===== config.mk =====
export PLATFORM = sky130hd
export DESIGN_NAME = adm_sat_acc
export DESIGN_NICKNAME = d
export VERILOG_FILES = /design/src/rtl/adm_pkg.sv /design/src/rtl/adm_sat_acc.sv
export SDC_FILE = /design/constraint.sdc
export NUM_CORES = 1
export LEC_CHECK = 0
export BUFFER_PORTS_ARGS = -buffer_cell sky130_fd_sc_hd__clkbuf_2
export CAP_MARGIN = 30
export CORE_ASPECT_RATIO = 1.1
export CORE_MARGIN = 2
export CORE_UTILIZATION = 58
export DETAILED_ROUTE_END_ITERATION = 8
export GPL_TIMING_DRIVEN = 0
export PLACE_DENSITY = 0.95
export SLEW_MARGIN = 10
export SYNTH_ARGS = -nofsm -noshare
export SYNTH_HDL_FRONTEND = slang
export SYNTH_SLANG_ARGS = --single-unit

===== constraint.sdc =====
create_clock -name vclk -period 9.15
set_input_delay 1.83 -clock vclk [all_inputs]
set_output_delay 1.83 -clock vclk [all_outputs]
set_load 0.01 [all_outputs]

===== src/rtl/adm_pkg.sv =====
// ----------------------------------------------------------------------------
// adm_pkg: shared definitions for the admittance matrix stamper
// Operation and status codes, field widths, register map and defaults.
// ----------------------------------------------------------------------------
`default_nettype none

package adm_pkg;

  // Default sizing for the top level parameters
  localparam int MAX_NODES_DEF   = 64;
  localparam int VALUE_WIDTH_DEF = 32;

  // Fixed widths of the transaction fields
  localparam int OP_W     = 3;
  localparam int IDX_W    = 6;
  localparam int FIELD_W  = 32;
  localparam int STATUS_W = 2;

  // Operation codes
  localparam logic [OP_W-1:0] OP_SHUNT      = 3'd0;
  localparam logic [OP_W-1:0] OP_SERIES     = 3'd1;
  localparam logic [OP_W-1:0] OP_NODE_CUR   = 3'd2;
  localparam logic [OP_W-1:0] OP_BRANCH_CUR = 3'd3;
  localparam logic [OP_W-1:0] OP_READ       = 3'd4;

  // Result status codes
  localparam logic [STATUS_W-1:0] STATUS_OK    = 2'd0;
  localparam logic [STATUS_W-1:0] STATUS_RANGE = 2'd1;
  localparam logic [STATUS_W-1:0] STATUS_SAT   = 2'd2;

  // Configuration register map: register index sits above the byte offset
  localparam int CFG_IDX_W    = 1;
  localparam int CFG_ADDR_W   = CFG_IDX_W + 2;
  localparam int CFG_DATA_W   = 32;
  localparam int NODE_COUNT_W = 7;

  localparam logic [CFG_IDX_W-1:0]    REG_NODE_COUNT   = 1'd0;
  localparam logic [NODE_COUNT_W-1:0] NODE_COUNT_RESET = 7'd64;

endpackage

`default_nettype wire


===== src/rtl/adm_sat_acc.sv =====
// ----------------------------------------------------------------------------
// adm_sat_acc: saturating accumulate lane
// Adds or subtracts a signed addend to a signed value, clamping to range.
// ----------------------------------------------------------------------------
`default_nettype none

module adm_sat_acc #(
  parameter int VALUE_WIDTH = adm_pkg::VALUE_WIDTH_DEF
) (
  input  wire logic [VALUE_WIDTH-1:0] acc_in,
  input  wire logic [VALUE_WIDTH-1:0] addend,
  input  wire logic                   subtract,
  output logic      [VALUE_WIDTH-1:0] acc_out,
  output logic                        saturated
);

  logic [VALUE_WIDTH:0] wide_sum;

  always_comb begin
    if (subtract) begin
      wide_sum = {acc_in[VALUE_WIDTH-1], acc_in} - {addend[VALUE_WIDTH-1], addend};
    end else begin
      wide_sum = {acc_in[VALUE_WIDTH-1], acc_in} + {addend[VALUE_WIDTH-1], addend};
    end
  end

  // overflow when the extra sign bit disagrees with the result sign
  assign saturated = wide_sum[VALUE_WIDTH] ^ wide_sum[VALUE_WIDTH-1];
  assign acc_out   = saturated ?
                     {wide_sum[VALUE_WIDTH], {(VALUE_WIDTH-1){~wide_sum[VALUE_WIDTH]}}} :
                     wide_sum[VALUE_WIDTH-1:0];

endmodule

`default_nettype wire


==> out/qor.csv <==
metric,value,unit
status,completed,
post-synth top area cell,ha_1,
Hold Crit Endpoint,acc_out[0],
GRT overflow,0,
Pleak,1.55,nW
Die Span X,69.6,um
Iteration-0 DRC Markers,300,
first-pass GRT wire length,14.5,mm
Power Internal,0.000179,W
Psw,0.000252,W
"Critical Path, Cell by Cell",clkbuf_2 -> or4_1 -> nor2b_1 -> and3_1 -> and3b_1 -> a31oi_1 -> xnor2_1 -> ha_1 -> clkbuf_1 -> and3_1 -> and2_1 -> nand3_1 -> a211oi_1 -> or4_4 -> nand4_4 -> a21oi_2 -> buf_2 -> a21oi_1 -> clkbuf_2,
FMAX,117,MHz
total power divided by cell area,131,nW/um^2
VDD IR max,0.0000799,V
"Area growth, synth to finish",20.3,%
crit path buf inv count,4,
post-synthesis compound-gate area fraction,32.8,%
count of final hold-check violations,0,
Starting Density,59.8,%
routed len/inst,15.5,um
Post-Synth Adder-Cell Area,17.2,%
startpoint types,primary input,
I/O Pins,98,
post-synthesis cell area,2740,sq um
Worst path slowest cell,or4_1,
largest family of logic cells by synthesized area,compound AO/OA/AOI/OAI gates,
Final Critical Period,8530,ps
sequential fraction of the synthesis area,0,%
RSZ-0062 raised after global routing,false,
post-DP HPWL,7.34,mm
final std cells w/o fill,562,
crit path capture type,primary output,
Arrival @ worst endpoint,6700,ps
Die ar.,5300,sq um
"Max FO, Critical Path",10,
Remaining DRCs,0,
# Post-CTS Setup Buffers,0,
WP data required,7320,ps
Row Count,26,
core area,4590,sq um
initial antenna violation count,0,
fillers,410,
Synth Warn #,0,
via/cell ratio,6.23,
Slew @ Worst Pin,655,ps
critical path class,in -> out,
Slew Limit Fails,0,
vias in the first global route,3203,
IO Port Bufs,97,
final worst path period share,93.2,%
min-delay src,addend[0],
total negative slack,0,ps
CP peak stage delay,560,ps
Gate power share,100.0,%
cell family with most CP delay,simple AND/OR/NAND/NOR gates,
Post-CTS Hold Fix Bufs,0,
Post-Syn Area per Cell,6.71,sq um
cells after synthesis,409,
n_diodes,0,
post-placement cell count,562,
Rel. slew slack,56.2,%
Clock Power Share,0,%
routability cong.,0.936,
largest net degree at the start of global routing,11,
Synth cell types,54,
clk_buf instances,0,
most common cell in the netlist,a21oi_1,
Seq pwr share,0,%
final wirelength,8.69,mm
NumNets Final,607,
GRT Total Usage,32.0,%
layout cell share with drive strength beyond 1,21.1,%
Min-Delay Path Class,in -> out,
share of synthesized area spent on multiplexers,0.730,%
total number of vias,3501,
max cap viols,0,
CTS-repair resized insts,0,
top post-synthesis cells by area,"ha_1, xnor2_1, a21oi_1, o21ai_0, nor2_1",
post-synthesis xor/xnor area fraction,18.5,%
# setup viols final,0,
DRT Pass-1 Iters,5,
Reg area,0,sq um
Switching Fraction,58.5,%
antenna-violating nets left,0,
Synth Net Count,508,
Die Y,76.1,um
FF+latch count,0,
WHS Path Cells,4,
Post-Synth Simple-Gate Area,25.6,%
Synth top area share,15.1,%
"top cells by count, synth","a21oi_1, xnor2_1, nor2_1",
## routing by layer
metal	wire (um)	GRT usage, %	up-vias
li1	-	-	1708
met1	3520	40.2	1573
met2	4170	57.2	190
met3	710	3.17	30
met4	286	9.41	0
met5	0	0	-
## placed cells by master, fill, tap and decap left out, drive strengths merged, types with 2 or more instances in the layout
master,synthesis,final
clkbuf,10,107
a21oi,58,58
xnor2,44,44
nor2,37,37
ha,33,33
o21ai,33,33
nand2,21,21
inv,19,19
xor2,14,14
a21o,12,12
nand3,12,12
nor3,10,10
o21bai,8,8
and3,7,7
a31oi,7,7
and2,7,7
a211oi,7,7
nand2b,6,6
o211ai,6,6
nor2b,5,5
nor4,5,5
nor3b,4,4
maj3,4,4
or4,4,4
nand4,4,4
buf,4,4
or3,3,3
a211o,3,3
a41oi,3,3
mux2i,2,2
o21a,2,2
## stage by stage
stage	hold WS, ps	power (W)	instance area [sq um]	worst slack, ps	util, %
after floorplan	3840	0.000284	2740	1800	-
after global routing	4120	0.000470	3300	264	71.9
after global placement	4090	0.000413	3300	943	71.9
after detailed placement	4090	0.000424	3300	812	71.9
after CTS	4090	0.000425	3300	795	71.9
final	4100	0.000432	3300	624	71.9
## logic make-up (layout without fill, tap and decap cells)
| logic type | count (synthesis) | count (layout) |
|---|---|---|
| compound gates | 148 | 148 |
| simple gates | 130 | 130 |
| xor+xnor | 58 | 58 |
| fa+ha+maj | 38 | 38 |
| buf+inv | 33 | 130 |
| mux | 2 | 2 |
## cell type report
| type | instances | area [sq um] | share of cell area [%] |
|---|---|---|---|
| timing repair buffer | 97 | 485 | 14.7 |
| inverter | 19 | 71.3 | 2.16 |
| multi-input combinational | 376 | 2600 | 78.9 |
| buffer | 14 | 68.8 | 2.09 |
| tap | 56 | 70.1 | 2.12 |
## power groups by stage
stage               combinational (W)  clock [W]  sequential (W)
floorplan                    0.000284          0               0
global placement             0.000413          0               0
detailed placement           0.000424          0               0
CTS                          0.000425          0               0
global route                 0.000470          0               0
finish                       0.000432          0               0
## worst min-delay path: stages
cell,delay [ps]
clkbuf_2,110
ha_1,140
a21oi_1,70
clkbuf_2,130
## worst max-delay path by stage
stage	end	startpoint	cells past startpoint	slack (ps)
3_3_place_gp	acc_out[18]	addend[0]	20	940
2_1_floorplan	acc_out[20]	addend[2]	17	1800
6_report	acc_out[18]	addend[2]	19	620
3_5_place_dp	acc_out[18]	addend[2]	19	810
5_1_grt	acc_out[25]	addend[1]	20	260
4_1_cts	acc_out[18]	addend[2]	19	790
No activity file was read; power rests on OpenSTA's default activity.
