`config.mk`:
```
export PLATFORM = sky130hd
export DESIGN_NAME = adm_cfg_regs
export DESIGN_NICKNAME = d
export VERILOG_FILES = /design/src/rtl/adm_pkg.sv /design/src/rtl/adm_cfg_regs.sv
export SDC_FILE = /design/constraint.sdc
export NUM_CORES = 1
export LEC_CHECK = 0
export ABC_AREA = 0
export BUFFER_PORTS_ARGS = -buffer_cell sky130_fd_sc_hd__buf_2
export CORE_UTILIZATION = 27
export DETAILED_ROUTE_END_ITERATION = 8
export PLACE_DENSITY = 0.74
export SYNTH_ARGS = -nofsm -noshare
export SYNTH_HDL_FRONTEND = slang
export SYNTH_SLANG_ARGS = --single-unit
```
`constraint.sdc`:
```
create_clock -name clk -period 1.76 [get_ports clk]
set_clock_uncertainty 0.05 [all_clocks]
set_input_delay 0.264 -clock clk [delete_from_list [all_inputs] [get_ports clk]]
set_output_delay 0.264 -clock clk [all_outputs]
set_load 0.01 [all_outputs]
```
`src/rtl/adm_pkg.sv`:
```
// ----------------------------------------------------------------------------
// adm_pkg: shared definitions for the admittance matrix stamper
// Operation and status codes, field widths, register map and defaults.
// ----------------------------------------------------------------------------
`default_nettype none

package adm_pkg;

  // Default sizing for the top level parameters
  localparam int MAX_NODES_DEF   = 64;
  localparam int VALUE_WIDTH_DEF = 32;

  // Fixed widths of the transaction fields
  localparam int OP_W     = 3;
  localparam int IDX_W    = 6;
  localparam int FIELD_W  = 32;
  localparam int STATUS_W = 2;

  // Operation codes
  localparam logic [OP_W-1:0] OP_SHUNT      = 3'd0;
  localparam logic [OP_W-1:0] OP_SERIES     = 3'd1;
  localparam logic [OP_W-1:0] OP_NODE_CUR   = 3'd2;
  localparam logic [OP_W-1:0] OP_BRANCH_CUR = 3'd3;
  localparam logic [OP_W-1:0] OP_READ       = 3'd4;

  // Result status codes
  localparam logic [STATUS_W-1:0] STATUS_OK    = 2'd0;
  localparam logic [STATUS_W-1:0] STATUS_RANGE = 2'd1;
  localparam logic [STATUS_W-1:0] STATUS_SAT   = 2'd2;

  // Configuration register map: register index sits above the byte offset
  localparam int CFG_IDX_W    = 1;
  localparam int CFG_ADDR_W   = CFG_IDX_W + 2;
  localparam int CFG_DATA_W   = 32;
  localparam int NODE_COUNT_W = 7;

  localparam logic [CFG_IDX_W-1:0]    REG_NODE_COUNT   = 1'd0;
  localparam logic [NODE_COUNT_W-1:0] NODE_COUNT_RESET = 7'd64;

endpackage

`default_nettype wire

```
`src/rtl/adm_cfg_regs.sv`:
```
// ----------------------------------------------------------------------------
// adm_cfg_regs: configuration register file
// APB-style slave holding the active node count.
// ----------------------------------------------------------------------------
`default_nettype none

module adm_cfg_regs (
  input  wire logic                              clk,
  input  wire logic                              rst_n,
  input  wire logic                              psel,
  input  wire logic                              penable,
  input  wire logic                              pwrite,
  input  wire logic [adm_pkg::CFG_ADDR_W-1:0]    paddr,
  input  wire logic [adm_pkg::CFG_DATA_W-1:0]    pwdata,
  output logic      [adm_pkg::CFG_DATA_W-1:0]    prdata,
  output logic                                   pready,
  output logic      [adm_pkg::NODE_COUNT_W-1:0]  node_count
);

  logic [adm_pkg::CFG_IDX_W-1:0]    reg_idx;
  logic                             wr_en;
  logic [adm_pkg::NODE_COUNT_W-1:0] node_count_r;
  logic [adm_pkg::NODE_COUNT_W-1:0] node_count_nxt;

  assign reg_idx = paddr[adm_pkg::CFG_ADDR_W-1:2];
  assign pready  = 1'b1;
  assign wr_en   = psel && penable && pwrite;

  always_comb begin
    node_count_nxt = node_count_r;
    if (wr_en && (reg_idx == adm_pkg::REG_NODE_COUNT)) begin
      node_count_nxt = pwdata[adm_pkg::NODE_COUNT_W-1:0];
    end
  end

  always_ff @(posedge clk) begin
    if (!rst_n) begin
      node_count_r <= adm_pkg::NODE_COUNT_RESET;
    end else begin
      node_count_r <= node_count_nxt;
    end
  end

  assign prdata     = (reg_idx == adm_pkg::REG_NODE_COUNT) ?
                      adm_pkg::CFG_DATA_W'(node_count_r) : '0;
  assign node_count = node_count_r;

endmodule

`default_nettype wire

```
==> reports/metrics.cfg, run 1 <==
[outcome]
status=finished clean

[critical_path]
worst_r2r_endpoint=node_count[6]
critPathKind=flop to output port
cp.required_ps=1450
path_max_fanout=3
r2r_setup_slack_ps=1100
end_kind=output port
cp-start-kind=flop
cp.arrival_ps=890
rr_worst_depth=2
reg2reg_from=node_count[6]

[clock_tree]
cts_resized=0
cts_buffers=3
clk_latency_ps=250
cts_setup_buffers=0
hold_buffers=0
htree_levels=1
root_buffer=clkbuf_4
clk_pin_slew_worst_paths_ps=60
clock_path_buffers=2
clock-sinks=7
cts_tree=built

[power]
powerDensity_nw_per_um2=610
power.leakage_nw=0.359
peakVddDrop_mv=0.275

[placed_design]
place_inst=115
place_hpwl_um=755
numPortBuffers=26
globalplace.congestion=0.679

[timing]
slew_viol_final=0
hold_viol=0
layout_min_cycle_time_ps=1210
whs_ps=204
finalCritPeriodShare_pct=68.6
setup_viol=0
tns_ps=0
rsz0062_at_grt=false
max_freq_mhz=829

[route]
dr.pass1.iters=4
drt_wl_total_um=953
avgViaCountPerCell=3.50
vias=416
avgRoutedWirePerCell_um=8.01
first_iter_violations=2
drc=0
antenna_left=0

[hold_path]
hold_path.class=primary input to flop
hold_path.startpoint=pwdata[4]
hold_depth=3
holdPathEnd=node_count[4]

[synthesis]
netlist.top_cell.by_area=buf_4
synth_top_area_share_pct=35.1
yosys.area_share.simple_pct=23.1
synthXorXnorAreaFrac_pct=0
synthArstFlopShare_pct=0
yosysWarningCount=0
avgSynthCellArea_sq_um=8.44
synthTopCellsByArea=buf_4 35%, dfxtp_1 25%, mux2i_1 13%
synth_compound_area_share_pct=0
synth.distinct_cells=10
synthFlopType=dfxtp_1
yosysMostFrequentCell=buf_4
syn_area_sq_um=557
ys_seq_area_share_pct=25.2
ys_seq_elements=7
syn-instance-count=66
synthAdderAreaFrac_pct=0
synth_top_family_by_area=buffers and inverters
synthMuxAreaShare_pct=12.6
synth_edf_count=0
netlist_top_cells_count=26 x buf_4, 12 x nand2_1, 7 x and2b_2, 7 x dfxtp_1, 7 x mux2i_1

[floorplan]
design.die.area_sq_um=2250
dieHeight_um=47.4
num_io_pins=80
start_util_pct=28.7
rows=16
die_w_um=47.4
core_area_sq_um=1940

[global_routing]
track_usage_pct=8.58
grt_antenna_before_repair=0
grt-ovfl-total=0
grt_max_degree=15
grt_pass1_wl_mm=1.24
grt_pass1_vias=325

[final_layout]
drive_gt1_share_pct=39.1
area_growth_syn_to_layout_pct=12.6
largest_register_ffs=7
final_nets=133
diodes=0
nFillCells=216
finalNonFillerCells=119

[run]
cap_violations=0

-- how the worst max path moves through the flow --
stage,from,cells past startpoint,slack [ps],end
final,node_count[0],2,550,prdata[0]
after global routing,node_count[0],2,520,prdata[0]
after CTS,node_count[0],2,550,prdata[0]
after detailed placement,paddr[2],3,440,node_count[2]
after global placement,paddr[2],3,460,node_count[0]
after floorplan,paddr[2],3,850,node_count[0]
-- cell families after synthesis --
logic type	after synthesis
flops	7
buf+inv	28
other cells	2
mux	7
simple gates	22
-- worst max-delay path, cell delays in order, from the launching register on --
cell	delay, ps
dfxtp_1	320
and2b_2	190
buf_2	130
-- power breakdown --
| group | internal, W | switching, W |
|---|---|---|
| registers | 0.000162 | 0.00000219 |
| clock network | 0.0000868 | 0.0000631 |
| logic | 0.0000231 | 0.0000451 |
| total | 0.000272 | 0.000110 |
-- area by class of cell --
type	count	area, sq um	share of cell area (%)
clock buffer	4	26.3	4.19
multi-input combinational	55	297	47.3
sequential	7	140	22.4
tap	27	33.8	5.39
timing repair buffer	26	130	20.8
-- cell usage in the layout (no fill, tap or decap), drive strengths merged --
cell type,Yosys,final
conb,2,26
buf,27,26
nor2b,2,2
mux2i,7,7
and2b,7,7
nand2,12,12
dfxtp,7,7
clkbuf,1,4
and4b,1,1
-- per-stage QoR --
step | area (sq um) | utilization [%] | setup WS (ps) | power, W
after floorplan | 647 | - | 846 | 0.000257
after global placement | 601 | 30.9 | 460 | 0.000235
after detailed placement | 601 | 30.9 | 438 | 0.000236
after CTS | 627 | 32.3 | 546 | 0.000388
after global routing | 627 | 32.3 | 515 | 0.000408
final | 627 | 32.3 | 553 | 0.000382
-- per-layer routing --
layer | vias to the layer above | track usage, % | part of all wire [%]
met3 | 0 | 4.53 | 9.1
li1 | 204 | - | -
met5 | - | 0 | 0
met4 | 0 | 5.14 | 0
met1 | 185 | 8.01 | 39
met2 | 27 | 14.8 | 51
(Power assumes the default switching activity.)
==> run 2: changes to the inputs <==
==> constraint.sdc (replaced) <==
create_clock -name clk -period 1.12 [get_ports clk]
set_clock_uncertainty 0.05 [all_clocks]
set_input_delay 0.168 -clock clk [delete_from_list [all_inputs] [get_ports clk]]
set_output_delay 0.168 -clock clk [all_outputs]
set_load 0.01 [all_outputs]
==> run 2 against run 1 <==
  * Routed wire length grew 9.4%
  * Hold slack got worse by 100 ps
  * Largest cell class unchanged
  * Combinational power is 79% higher
  * Setup slack got worse by 530 ps
  * Sequential power is 58% higher
  * Sequential share of layout area decreased by 1.4 points
  * Sequential cell count stayed put
  * Die area did not move
==> reports/metrics.cfg, run 2 (synthesis results as in run 1) <==
[critical_path]
critPathKind=flop to output port
end_kind=output port
cp.required_ps=900
cp-start-kind=flop
cp.arrival_ps=880
r2r_setup_slack_ps=410
path_max_fanout=3

[timing]
max_freq_mhz=910
tns_ps=0
layout_min_cycle_time_ps=1100
slew_viol_final=0
finalCritPeriodShare_pct=98.1
hold_viol=0
setup_viol=0
rsz0062_at_grt=true

[clock_tree]
cts_tree=built
cts_buffers=3
hold_buffers=0
clock-sinks=7
clock_path_buffers=2
htree_levels=1
clk_pin_slew_worst_paths_ps=60
clk_latency_ps=250
root_buffer=clkbuf_4

[route]
first_iter_violations=4
drc=0
vias=442
dr.pass1.iters=4
avgViaCountPerCell=3.56
antenna_left=0
avgRoutedWirePerCell_um=8.41
drt_wl_total_mm=1.04

[final_layout]
seq_area_sq_um=149
multi_input_area_sq_um=297
nFillCells=224
final_cell_mix=26 x conb_1, 20 x buf_2, 12 x nand2_1
fin_util_pct=36.6
final_common_cell=conb_1
final_nets=138
drive_gt1_share_pct=49.5
largest_register_ffs=7
area_growth_syn_to_layout_pct=27.6
diodes=0
fin_area_sq_um=711

[global_routing]
top_usage_layer=met2
grt_max_degree=15
grt-ovfl-total=0
grt_use_met1_pct=11.0
use_met3_pct=4.53
track_usage_pct=9.66
grt_antenna_before_repair=0
grt_pass1_wl_mm=1.38
grt_pass1_vias=331
use_met2_pct=14.2

[power]
power.leakage_nw=0.393
switching_share_pct=29.0
p_int_w=0.000440
p_seq_share_pct=41.8
peakVddDrop_mv=0.368
fin_total_pwr_w=0.000619
powerDensity_nw_per_um2=871
pwr-share-clk_pct=38.4
power.share.combinational_pct=19.8
p_switching_w=0.000179

[floorplan]
rows=16
start_util_pct=28.7
num_io_pins=80
design.die.area_sq_um=2250
dieHeight_um=47.4
core_area_sq_um=1940
die_w_um=47.4

[outcome]
status=finished clean

[placed_design]
place_hpwl_um=829
numPortBuffers=26
placed_cell_area_sq_um=623
globalplace.congestion=0.682

[hold_path]
hold_path.class=primary input to flop

[run]
cap_violations=0

[run 2: changes by cell type in the layout (fill, tap and decap cells not counted)]
cell,delta
buf_6,+6
buf_2,-6
buf_4,+5
dfxtp_2,+7
dfxtp_1,-7
[run 2: area by class of cell]
class,instances,share of cell area (%)
flip-flops and latches,7,21.0
well taps,27,4.75
multi-input cells,55,41.7
repair buffers,31,28.9
clock buffers,4,3.70
[run 2: layer usage]
layer	part of all wire, %	wire length [um]
met5	0	0
met4	1.2	12
met2	49	508
met1	41	431
met3	8.7	91
[run 2: critical path, cell delays in order, from the launching register on]
cell	delay [ps]
dfxtp_2	320
and2b_2	190
buf_6	110
[run 2: stage by stage]
stage | hold slack, ps | setup WS (ps) | std cells
final | 100 | 21.1 | 124
after floorplan | 260 | 302 | 90
after CTS | 105 | 4.38 | 122
after global routing | 100 | -9.49 | 124
after global placement | 368 | 95.9 | 118
after detailed placement | 373 | 81.3 | 118
[run 2: final timing paths]
path | start | to | cells past startpoint
worst max-delay path | node_count[4] | prdata[4] | 2
worst min-delay path | pwdata[0] | node_count[0] | 3
worst max register to register | node_count[1] | node_count[1] | 3
worst min register to register | node_count[4] | node_count[4] | 2
[run 2: repair_timing]
item,4_1_cts,5_1_grt
setup buffers,0,2
setup endpoints to repair,0,7
resized for setup,0,13
[run 2: power groups by stage]
stage          clock (W)  sequential (W)  combinational, W
3_5_place_dp           0        0.000264          0.000113
2_1_floorplan          0        0.000266          0.000137
4_1_cts         0.000245        0.000258          0.000113
6_report        0.000238        0.000259          0.000122
5_1_grt         0.000257        0.000259          0.000140
3_3_place_gp           0        0.000263          0.000112
==> run 3: changes to the inputs <==
--- a/config.mk
+++ b/config.mk
@@ -6,10 +6,9 @@
 export NUM_CORES = 1
 export LEC_CHECK = 0
 export ABC_AREA = 0
-export BUFFER_PORTS_ARGS = -buffer_cell sky130_fd_sc_hd__buf_2
 export CORE_UTILIZATION = 27
 export DETAILED_ROUTE_END_ITERATION = 8
-export PLACE_DENSITY = 0.74
+export DONT_BUFFER_PORTS = 1
 export SYNTH_ARGS = -nofsm -noshare
 export SYNTH_HDL_FRONTEND = slang
 export SYNTH_SLANG_ARGS = --single-unit
==> run 3 against run 2 <==
  * Die area is the same
  * Sequential share of layout area is 7.0 points higher
  * Count of clock-buffer cells in the layout stayed put
  * Critical path depth down 1
  * Final cell count is 24% lower
  * Clock power is 2% lower
  * Routed wire length is 16% lower
  * Critical path type unchanged
  * Sequential cell count unchanged
  * Maximum frequency is 2.9% higher
  * Non-clock buffer count decreased by 30
==> reports/metrics.cfg, run 3 (synthesis results as in run 1) <==
[final_layout]
multi_input_area_sq_um=297
seq_area_sq_um=141
finalNonFillerCells=94
final_common_cell=conb_1
drive_gt1_share_pct=17.9
diodes=0
nFillCells=223
area_growth_syn_to_layout_pct=-9.21
largest_register_ffs=7
final_nets=108
final_cell_mix=26 x conb_1, 12 x nand2_1, 7 x and2b_2, 7 x mux2i_1, 6 x dfxtp_1

[floorplan]
num_io_pins=80
start_util_pct=28.7
rows=16
dieHeight_um=47.4
die_w_um=47.4
core_area_sq_um=1940
design.die.area_sq_um=2250

[power]
power.leakage_nw=0.245
p_int_w=0.000408
p_seq_share_pct=46.5
power.share.combinational_pct=12.2
pwr-share-clk_pct=41.3
powerDensity_nw_per_um2=1110
fin_total_pwr_w=0.000563
switching_share_pct=27.6
peakVddDrop_mv=0.261
p_switching_w=0.000155

[critical_path]
critPathTopFamily=flip-flops
cp.required_ps=900
cp-start-kind=flop
end_kind=output port
critPathKind=flop to output port
slowest_delay_ps=400
worst-path-buf-inv=0
path_max_fanout=3
cpMaxStageDelayCell=dfxtp_1
worstPathCellList=and2b_2
cp.arrival_ps=850

[run]
cap_violations=0

[clock_tree]
clk_latency_ps=240
cts_resized=0
cts_tree=built
htree_levels=1
hold_buffers=0
cts_buffers=3
cts_setup_buffers=0
root_buffer=clkbuf_4
clock_path_buffers=2
clk_pin_slew_worst_paths_ps=60
clock-sinks=7

[route]
vias=333
avgRoutedWirePerCell_um=9.27
antenna_left=0
avgViaCountPerCell=3.54
first_iter_violations=4
drc=0
dr.pass1.iters=2
drt_wl_total_um=871

[placed_design]
preCtsSetupSlack_ps=215
place_inst=90
globalplace.congestion=0.630
place_hpwl_um=707
numPortBuffers=0

[timing]
hold_viol=0
slew_viol_final=0
tns_ps=0
worst_slack_ps=52.3
max_freq_mhz=937
finalCritPeriodShare_pct=95.3
rsz0062_at_grt=false
layout_min_cycle_time_ps=1070
setup_viol=0

[global_routing]
grt-ovfl-total=0
track_usage_pct=8.02
grt_antenna_before_repair=0
grt_pass1_wl_mm=1.15
grt_pass1_vias=257
grt_max_degree=15

[hold_path]
hold_path.class=primary input to flop

[outcome]
status=finished clean

run 3: changes by cell type in the layout (fill, tap and decap cells not counted), sizes merged:
| cell | before | now |
|---|---|---|
| buf | 31 | 1 |
run 3: per-stage QoR:
step	hold slack, ps	instance area (sq um)	utilization [%]
floorplan	260	647	-
global placement	263	478	24.6
detailed placement	271	478	24.6
CTS	3.43	504	26.0
global route	6.50	505	26.0
finish	13.4	505	26.0
run 3: area by class of cell:
class / count / area share [%]
Multi-Input combinational cell: 55 / 58.7
Timing Repair Buffer: 1 / 1.49
Clock buffer: 4 / 5.20
Tap cell: 27 / 6.68
Sequential cell: 7 / 28.0
run 3: worst paths after layout:
path / from / to / slack [ps] / cells after the start
min: pwdata[5] / node_count[5] / 10 / 2
min reg2reg: node_count[2] / node_count[2] / 450 / 2
max: node_count[6] / prdata[6] / 50 / 1
max reg2reg: node_count[3] / node_count[3] / 410 / 2
run 3: metal layers:
layer / global-route usage, % / wire length, um / part of all wire [%]
met5: 0 / 0 / 0
met4: 3.43 / 0 / 0
met3: 6.04 / 121 / 14
met2: 12.9 / 444 / 51
met1: 7.74 / 305 / 35
run 3: power groups by stage:
stage	clock (W)	sequential [W]	combinational, W
CTS	0.000247	0.000262	0.0000678
finish	0.000233	0.000262	0.0000687
global route	0.000264	0.000263	0.0000800
global placement	0	0.000267	0.0000668
floorplan	0	0.000266	0.000137
detailed placement	0	0.000267	0.0000678
